**config.mk**
```make
export PLATFORM = sky130hd
export DESIGN_NAME = mi_command_line_lexer_top
export DESIGN_NICKNAME = d
export VERILOG_FILES = /design/src/rtl/core/mcl_pkg.sv /design/src/rtl/core/mcl_fifo.sv /design/src/rtl/core/mcl_front.sv /design/src/rtl/core/mcl_back.sv /design/src/rtl/core/mi_command_line_lexer_top.sv
export SDC_FILE = /design/constraint.sdc
export NUM_CORES = 1
export LEC_CHECK = 0
export ABC_AREA = 1
export BUFFER_PORTS_ARGS = -buffer_cell sky130_fd_sc_hd__buf_2
export CAP_MARGIN = 20
export CORE_ASPECT_RATIO = 2
export CORE_MARGIN = 2
export CORE_UTILIZATION = 35
export DETAILED_ROUTE_END_ITERATION = 10
export GPL_TIMING_DRIVEN = 0
export SKIP_LAST_GASP = 1
export SLEW_MARGIN = 20
export SYNTH_ARGS = -nofsm -noshare
export SYNTH_HDL_FRONTEND = slang
export SYNTH_SLANG_ARGS = --single-unit
export TNS_END_PERCENT = 1
```
**constraint.sdc**
```tcl
create_clock -name clk -period 5.5 [get_ports clk]
set_input_delay 1.65 -clock clk [delete_from_list [all_inputs] [get_ports clk]]
set_output_delay 1.65 -clock clk [all_outputs]
set_load 0.02 [all_outputs]
```
**src/rtl/core/mcl_pkg.sv**
```systemverilog
// ----------------------------------------------------------------------------
// Command line lexer package
// Shared types and codes for the command line lexer: the byte class made by
// the front end, the queued request, and the tagged result.
// ----------------------------------------------------------------------------
package mcl_pkg;

  localparam logic [7:0] CH_DASH  = 8'h2D;
  localparam logic [7:0] CH_QUOTE = 8'h22;
  localparam logic [7:0] CH_SPACE = 8'h20;
  localparam logic [7:0] CH_ZERO  = 8'h30;
  localparam logic [7:0] CH_NINE  = 8'h39;

  localparam logic [2:0] ROLE_SKIP  = 3'd0;
  localparam logic [2:0] ROLE_TOKEN = 3'd1;
  localparam logic [2:0] ROLE_OPER  = 3'd2;
  localparam logic [2:0] ROLE_OPTN  = 3'd3;
  localparam logic [2:0] ROLE_OPTP  = 3'd4;
  localparam logic [2:0] ROLE_PAR   = 3'd5;

  localparam logic [1:0] CLOSE_NONE = 2'd0;
  localparam logic [1:0] CLOSE_OPT  = 2'd1;
  localparam logic [1:0] CLOSE_PAR  = 2'd2;

  typedef enum logic [2:0] {
    CC_SPACE,
    CC_DASH,
    CC_QUOTE,
    CC_DIGIT,
    CC_OTHER
  } char_class_t;

  typedef struct packed {
    logic [7:0]  char_byte;
    char_class_t cls;
    logic        line_last;
  } item_t;

  typedef struct packed {
    logic [7:0] out_byte;
    logic [2:0] role;
    logic [1:0] item_closed;
    logic       line_done;
  } result_t;

endpackage

```
**src/rtl/core/mcl_fifo.sv**
```systemverilog
// ----------------------------------------------------------------------------
// Command line lexer queue
// Small first-in first-out queue with full and empty flags. Depth is meant
// to stay small (up to 32 entries); entries live in registers.
// ----------------------------------------------------------------------------
module mcl_fifo #(
  parameter int WIDTH = 8,
  parameter int DEPTH = 2
) (
  input  logic             clk,
  input  logic             rst_n,
  input  logic             push,
  input  logic [WIDTH-1:0] wdata,
  output logic             full,
  input  logic             pop,
  output logic [WIDTH-1:0] rdata,
  output logic             empty
);

  localparam int AW = (DEPTH > 1) ? $clog2(DEPTH) : 1;
  localparam int CW = $clog2(DEPTH + 1);

  logic [WIDTH-1:0] mem_r [DEPTH];
  logic [AW-1:0]    wr_ptr_r, wr_ptr_nxt;
  logic [AW-1:0]    rd_ptr_r, rd_ptr_nxt;
  logic [CW-1:0]    count_r, count_nxt;
  logic             do_push, do_pop;

  assign full    = (count_r == CW'(DEPTH));
  assign empty   = (count_r == '0);
  assign do_push = push && !full;
  assign do_pop  = pop && !empty;
  assign rdata   = mem_r[rd_ptr_r];

  always_comb begin
    wr_ptr_nxt = wr_ptr_r;
    rd_ptr_nxt = rd_ptr_r;
    count_nxt  = count_r;
    if (do_push) begin
      wr_ptr_nxt = (wr_ptr_r == AW'(DEPTH - 1)) ? '0 : wr_ptr_r + AW'(1);
    end
    if (do_pop) begin
      rd_ptr_nxt = (rd_ptr_r == AW'(DEPTH - 1)) ? '0 : rd_ptr_r + AW'(1);
    end
    if (do_push && !do_pop) begin
      count_nxt = count_r + CW'(1);
    end else if (do_pop && !do_push) begin
      count_nxt = count_r - CW'(1);
    end
  end

  always_ff @(posedge clk) begin
    if (!rst_n) begin
      wr_ptr_r <= '0;
      rd_ptr_r <= '0;
      count_r  <= '0;
    end else begin
      wr_ptr_r <= wr_ptr_nxt;
      rd_ptr_r <= rd_ptr_nxt;
      count_r  <= count_nxt;
    end
  end

  always_ff @(posedge clk) begin
    if (do_push) begin
      mem_r[wr_ptr_r] <= wdata;
    end
  end

endmodule

```
**src/rtl/core/mcl_front.sv**
```systemverilog
// ----------------------------------------------------------------------------
// Command line lexer front end
// Classifies each incoming byte as space, dash, quote, digit or other and
// forms the request that is queued for the scanner.
// ----------------------------------------------------------------------------
module mcl_front (
  input  logic          [7:0] char_byte,
  input  logic                line_last,
  output mcl_pkg::item_t      item
);

  import mcl_pkg::*;

  char_class_t cls;

  always_comb begin
    priority if (char_byte == CH_SPACE) begin
      cls = CC_SPACE;
    end else if (char_byte == CH_DASH) begin
      cls = CC_DASH;
    end else if (char_byte == CH_QUOTE) begin
      cls = CC_QUOTE;
    end else if (char_byte >= CH_ZERO && char_byte <= CH_NINE) begin
      cls = CC_DIGIT;
    end else begin
      cls = CC_OTHER;
    end
  end

  assign item.char_byte = char_byte;
  assign item.cls       = cls;
  assign item.line_last = line_last;

endmodule

```
**src/rtl/core/mcl_back.sv**
```systemverilog
// ----------------------------------------------------------------------------
// Command line lexer back end
// Runs the lexer state machine on classified requests, one per cycle when the
// result queue has room, and pushes one tagged result per request into it.
// ----------------------------------------------------------------------------
module mcl_back (
  input  logic              clk,
  input  logic              rst_n,
  input  logic              q_empty,
  input  mcl_pkg::item_t    q_item,
  output logic              q_pop,
  input  logic              res_full,
  output logic              res_push,
  output mcl_pkg::result_t  res
);

  import mcl_pkg::*;

  typedef enum logic [3:0] {
    ST_LINE  = 4'd0,
    ST_OPER  = 4'd1,
    ST_START = 4'd2,
    ST_SOPTN = 4'd3,
    ST_SOPTP = 4'd4,
    ST_SPAR  = 4'd5,
    ST_OPTN  = 4'd6,
    ST_OPTP  = 4'd7,
    ST_OPTNQ = 4'd8,
    ST_OPTPQ = 4'd9,
    ST_PAR   = 4'd10,
    ST_PARQ  = 4'd11
  } state_t;

  typedef struct packed {
    state_t     st;
    logic [2:0] role;
    logic [1:0] closed;
  } step_t;

  // Scanner for everything after the operation name, and for a line that starts with neither a digit nor a dash.
  function automatic step_t scan_body(state_t s, char_class_t c);
    step_t o;
    o.st     = s;
    o.role   = ROLE_SKIP;
    o.closed = CLOSE_NONE;
    unique case (s)
      ST_START: begin
        if (c == CC_DASH) begin
          o.st = ST_SOPTN;
        end else if (c == CC_QUOTE) begin
          o.role = ROLE_PAR;
          o.st   = ST_PARQ;
        end else if (c != CC_SPACE) begin
          o.role = ROLE_PAR;
          o.st   = ST_PAR;
        end
      end
      ST_SOPTN: begin
        if (c == CC_SPACE) begin
          o.st = ST_START;
        end else if (c == CC_DASH) begin
          o.st = ST_SPAR;
        end else if (c == CC_QUOTE) begin
          o.role = ROLE_OPTN;
          o.st   = ST_OPTNQ;
        end else begin
          o.role = ROLE_OPTN;
          o.st   = ST_OPTN;
        end
      end
      ST_SOPTP: begin
        if (c == CC_DASH) begin
          o.closed = CLOSE_OPT;
          o.st     = ST_SOPTN;
        end else if (c == CC_QUOTE) begin
          o.role = ROLE_OPTP;
          o.st   = ST_OPTPQ;
        end else if (c != CC_SPACE) begin
          o.role = ROLE_OPTP;
          o.st   = ST_OPTP;
        end
      end
      ST_SPAR: begin
        if (c == CC_QUOTE) begin
          o.role = ROLE_PAR;
          o.st   = ST_PARQ;
        end else if (c != CC_SPACE) begin
          o.role = ROLE_PAR;
          o.st   = ST_PAR;
        end
      end
      ST_PAR: begin
        if (c == CC_SPACE) begin
          o.closed = CLOSE_PAR;
          o.st     = ST_SPAR;
        end else begin
          o.role = ROLE_PAR;
        end
      end
      ST_PARQ: begin
        o.role = ROLE_PAR;
        if (c == CC_QUOTE) begin
          o.closed = CLOSE_PAR;
          o.st     = ST_SPAR;
        end
      end
      ST_OPTN: begin
        if (c == CC_SPACE) begin
          o.st = ST_SOPTP;
        end else begin
          o.role = ROLE_OPTN;
        end
      end
      ST_OPTNQ: begin
        o.role = ROLE_OPTN;
        if (c == CC_QUOTE) begin
          o.st = ST_SOPTP;
        end
      end
      ST_OPTP: begin
        if (c == CC_SPACE) begin
          o.closed = CLOSE_OPT;
          o.st     = ST_START;
        end else begin
          o.role = ROLE_OPTP;
        end
      end
      ST_OPTPQ: begin
        o.role = ROLE_OPTP;
        if (c == CC_QUOTE) begin
          o.closed = CLOSE_OPT;
          o.st     = ST_START;
        end
      end
      default: begin
      end
    endcase
    return o;
  endfunction

  function automatic logic [1:0] flush_code(state_t s);
    logic [1:0] k;
    unique case (s)
      ST_OPTN, ST_OPTNQ, ST_OPTP, ST_OPTPQ, ST_SOPTP: k = CLOSE_OPT;
      ST_PAR, ST_PARQ:                                 k = CLOSE_PAR;
      default:                                         k = CLOSE_NONE;
    endcase
    return k;
  endfunction

  state_t state_r, state_nxt;
  step_t  stp;
  logic   fire;

  assign fire     = !q_empty && !res_full;
  assign q_pop    = fire;
  assign res_push = fire;

  always_comb begin
    stp.st     = state_r;
    stp.role   = ROLE_SKIP;
    stp.closed = CLOSE_NONE;
    if (state_r == ST_OPER) begin
      if (q_item.cls == CC_SPACE) begin
        stp.st = ST_START;
      end else begin
        stp.role = ROLE_OPER;
      end
    end else if (state_r >= ST_START && state_r <= ST_PARQ) begin
      stp = scan_body(state_r, q_item.cls);
    end else if (q_item.cls == CC_DIGIT) begin
      stp.role = ROLE_TOKEN;
      stp.st   = ST_LINE;
    end else if (q_item.cls == CC_DASH) begin
      stp.role = ROLE_OPER;
      stp.st   = ST_OPER;
    end else begin
      stp = scan_body(ST_START, q_item.cls);
    end

    state_nxt       = stp.st;
    res.out_byte    = q_item.char_byte;
    res.role        = stp.role;
    res.item_closed = stp.closed;
    res.line_done   = q_item.line_last;
    if (q_item.line_last) begin
      if (stp.closed == CLOSE_NONE) begin
        res.item_closed = flush_code(stp.st);
      end
      state_nxt = ST_LINE;
    end
  end

  always_ff @(posedge clk) begin
    if (!rst_n) begin
      state_r <= ST_LINE;
    end else if (fire) begin
      state_r <= state_nxt;
    end
  end

endmodule

```
**src/rtl/core/mi_command_line_lexer_top.sv**
```systemverilog
// ----------------------------------------------------------------------------
// Command line lexer top level
// Tags each byte of a command line with its role and reports completed
// options and parameters.
//
//   Channel  Direction  Handshake         Payload
//   in_      request    in_push/in_full   in_char_byte, in_line_last
//   out_     result     out_pop/out_empty out_out_byte, out_role,
//                                         out_item_closed, out_line_done
//
// One request per cycle sustained while results are popped; each request is
// registered in the request queue, its result in the result queue. The rate
// is set by the scanner, which updates its state once per accepted request.
// Reset is synchronous and empties both queues; the lexer returns to line start.
// A stalled result side fills the result queue, then the request queue,
// and only then raises in_full.
// ----------------------------------------------------------------------------
module mi_command_line_lexer_top #(
  parameter int IN_DEPTH  = 2,
  parameter int OUT_DEPTH = 2
) (
  input  logic       clk,
  input  logic       rst_n,
  input  logic       in_push,
  output logic       in_full,
  input  logic [7:0] in_char_byte,
  input  logic       in_line_last,
  output logic       out_empty,
  input  logic       out_pop,
  output logic [7:0] out_out_byte,
  output logic [2:0] out_role,
  output logic [1:0] out_item_closed,
  output logic       out_line_done
);

  import mcl_pkg::*;

  item_t   front_item;
  item_t   q_item;
  logic    q_empty, q_pop;
  result_t res_in, res_out;
  logic    res_push, res_full;

  mcl_front u_front (
    .char_byte (in_char_byte),
    .line_last (in_line_last),
    .item      (front_item)
  );

  mcl_fifo #(
    .WIDTH ($bits(item_t)),
    .DEPTH (IN_DEPTH)
  ) u_req_q (
    .clk   (clk),
    .rst_n (rst_n),
    .push  (in_push),
    .wdata (front_item),
    .full  (in_full),
    .pop   (q_pop),
    .rdata (q_item),
    .empty (q_empty)
  );

  mcl_back u_back (
    .clk      (clk),
    .rst_n    (rst_n),
    .q_empty  (q_empty),
    .q_item   (q_item),
    .q_pop    (q_pop),
    .res_full (res_full),
    .res_push (res_push),
    .res      (res_in)
  );

  mcl_fifo #(
    .WIDTH ($bits(result_t)),
    .DEPTH (OUT_DEPTH)
  ) u_res_q (
    .clk   (clk),
    .rst_n (rst_n),
    .push  (res_push),
    .wdata (res_in),
    .full  (res_full),
    .pop   (out_pop),
    .rdata (res_out),
    .empty (out_empty)
  );

  assign out_out_byte    = res_out.out_byte;
  assign out_role        = res_out.role;
  assign out_item_closed = res_out.item_closed;
  assign out_line_done   = res_out.line_done;

endmodule

```
==> summary.md <==
| Metric | Value |
|---|---|
| Status | `finished clean` |
| Synth Register Bits | `66` |
| Post-CTS setup buffers | `0` |
| Post-cts sizing count | `0` |
| Via count | `2310` |
| Final Hold Slack | `458 ps` |
| Clk_skew | `5.93 ps` |
| Lkg Pwr | `1.56 nW` |
| DRT Pass-1 Iters | `5` |
| Post-Syn Area | `0.00325 mm²` |
| Critical Path Max Stage Delay | `480 ps` |
| Worst path cell trace | `clkbuf_1 -> mux2_2 -> buf_2` |
| Hold_sp | `u_req_q.rd_ptr_r` |
| Rel. slew slack | `0.311` |
| CP Launch Type | `flip-flop` |
| CP delay by family, top | `buffers and inverters` |
| Final Max Tran Viols | `0` |
| DIE WIDTH | `72.2 µm` |
| Final wirelength | `7.25 mm` |
| Clk slew on worst S/H paths | `50 ps` |
| Crit Path Max Fanout | `10` |
| IO Pins | `29` |
| YS warnings | `0` |
| Post-synthesis sequential area ratio | `0.566` |
| Via-per-instance ratio | `4.91` |
| Vias in the first global route | `2316` |
| Multi-input combinational cell area | `0.00123 mm²` |
| R2R setup slack | `3400 ps` |
| Crit path kind | `reg -> out` |
| Syn avg cell area | `10.0 µm²` |
| RSZ-0062 raised after global routing | `no` |
| # clock sinks | `66` |
| Setup crit end kind | `primary output` |
| Drt first-iter violations | `144` |
| HPWL after detailed placement | `5.61 mm` |
| Layout cell share with drive strength beyond 1 | `0.234` |
| Fill cells | `894` |
| Die area | `0.0101 mm²` |
| Fmax | `0.286 GHz` |
| Total congestion overflow | `0` |
| WL per Instance | `15.4 µm` |
| Final hold violations | `0` |
| Setup TNS | `0 ps` |
| Hold Buf Count CTS | `0` |
| Num CTS Buffers | `9` |
| Worst Tran Pin Value | `1030 ps` |
| PD cells | `600 mW/mm²` |
| Global-route wire length before repair | `11.6 mm` |
| Clock Tree Buf Depth | `2` |
| FF+latch area | `0.00184 mm²` |
| Worst Hold Class | `reg -> reg` |
| H-tree depth | `3` |
| Clk_lat worst skew | `330 ps` |
| DIE HEIGHT | `140 µm` |
| Core Box Area | `0.00901 mm²` |
| Initial Util | `0.361` |
| Buf/Inv on CP | `2` |
| Number of max-cap violations | `0` |
| Initial antenna violation count | `0` |
| CP required | `3850 ps` |
| Final Non-Filler Cells | `470` |
| Residual DRC | `0` |
| Final #Nets | `378` |
| Routed Antenna Nets | `0` |
| Worst Hold Depth | `1` |
| R2R cell count | `15` |
| Gp weighted congestion | `1.00` |
| FP Rows | `49` |
| CP max-delay cell | `clkbuf_1` |
| CTS tree | `yes` |
| Final setup fails | `0` |
| Syn nets | `339` |
| Placed cells | `454` |
| Synth-to-layout area growth | `16.5%` |
| Tmin final | `3500 ps` |
| Final period util | `0.636` |
| N_diodes | `0` |
| Critical Path AT | `1850 ps` |
| Peak supply drop | `0.244 mV` |
| Post-Synthesis Cells | `324` |
| Synth cell types | `37` |
| Buffers on Ports | `28` |
| All-Layer GR Usage | `0.155` |
| Clock Root Buffer | `clkbuf_16` |
| Reg2reg end | `u_res_q.mem_r[1][1]` |
| Largest net degree at the start of global routing | `16` |
-- state kept, by name (all words and copies together) (netlist names), named ones only --
register / cells
u_res_q.count_r: 2
u_back.state_r: 4
u_res_q.wr_ptr_r: 1
u_req_q.wr_ptr_r: 1
u_req_q.mem_r: 24
u_req_q.count_r: 2
u_req_q.rd_ptr_r: 1
u_res_q.rd_ptr_r: 1
u_res_q.mem_r: 28
-- cell usage in the layout (no fill, tap or decap), types with 9 or more instances in the layout --
master and n:
nand2_1 87, edfxtp_1 52, inv_1 33, nor2_1 30
buf_2 28, mux2_2 14, dfxtp_1 14, o21ai_0 13
nand3_1 13, a21oi_1 12, clkbuf_16 9
-- synth_stat cells (all sizes together) --
master / count / area, µm²
a21oi: 13 / 68.8
a31oi: 3 / 18.8
a41oi: 1 / 16.3
buf: 3 / 42.5
clkbuf: 1 / 3.75
dfxtp: 14 / 280
edfxtp: 52 / 1560
ha: 2 / 25.0
inv: 35 / 139
mux2: 14 / 158
nand2: 101 / 472
nand3: 14 / 82.6
nor2: 38 / 179
nor3: 2 / 10.0
nor4: 5 / 31.3
o2111ai: 1 / 8.76
o211ai: 1 / 7.51
o21a: 1 / 7.51
o21ai: 15 / 75.1
o221ai: 1 / 8.76
o22ai: 2 / 18.8
o31ai: 1 / 7.51
or2: 1 / 6.26
xor2: 3 / 26.3
-- power breakdown --
part           switching [W]  leakage (nW)  internal, W  total (W)
clock               0.000197         0.125     0.000300   0.000498
combinational       0.000640         0.841     0.000322   0.000963
sequential         0.0000664         0.597     0.000749   0.000816
-- how the worst max path moves through the flow --
stage              start            endpoint  slack [ps]  depth (start not counted)
2_1_floorplan  flip-flop  out_item_closed[0]        2690                          2
3_3_place_gp   flip-flop     out_out_byte[1]        2300                          3
3_5_place_dp   flip-flop     out_out_byte[1]        2280                          3
4_1_cts        flip-flop     out_out_byte[1]        1930                          3
5_1_grt        flip-flop     out_out_byte[1]        1910                          3
6_report       flip-flop     out_out_byte[1]        2000                          3
-- layer usage --
metal / GRT usage / vias to the layer above / routed length [µm]
li1: - / 1176 / -
met3: 0.0295 / 13 / 210
met5: 0 / - / 0
met1: 0.148 / 1074 / 2590
met2: 0.293 / 47 / 4220
met4: 0.0854 / 0 / 231
-- final cells by class --
class / count / share of cell area
Sequential cell: 66 / 0.486
Multi-Input combinational cell: 219 / 0.326
Clock buffer: 10 / 0.0604
Timing Repair Buffer: 28 / 0.0370
Inverter: 35 / 0.0366
Tap cell: 102 / 0.0337
Buffer: 4 / 0.0122
Clock inverter: 6 / 0.00858
-- cell families after synthesis --
kind of cell,after synthesis,share of synthesized area
AOI/OAI and AO/OA,39,0.0731
buffers and inverters,39,0.0569
DFF,66,0.566
xor gates and xnor gates,3,0.00808
muxes,14,0.0484
and+or+nand+nor,161,0.240
adders and majority gates,2,0.00769
-- per-stage QoR --
stage / total power [W] / setup WS, ps / area [µm²] / utilization
floorplan: 0.00152 / 2690 / 3250 / -
global placement: 0.00177 / 2300 / 3520 / 0.391
detailed placement: 0.00179 / 2280 / 3530 / 0.391
CTS: 0.00230 / 1930 / 3790 / 0.420
global route: 0.00243 / 1910 / 3790 / 0.421
finish: 0.00228 / 2000 / 3790 / 0.421
No activity file was read; power rests on OpenSTA's default activity.
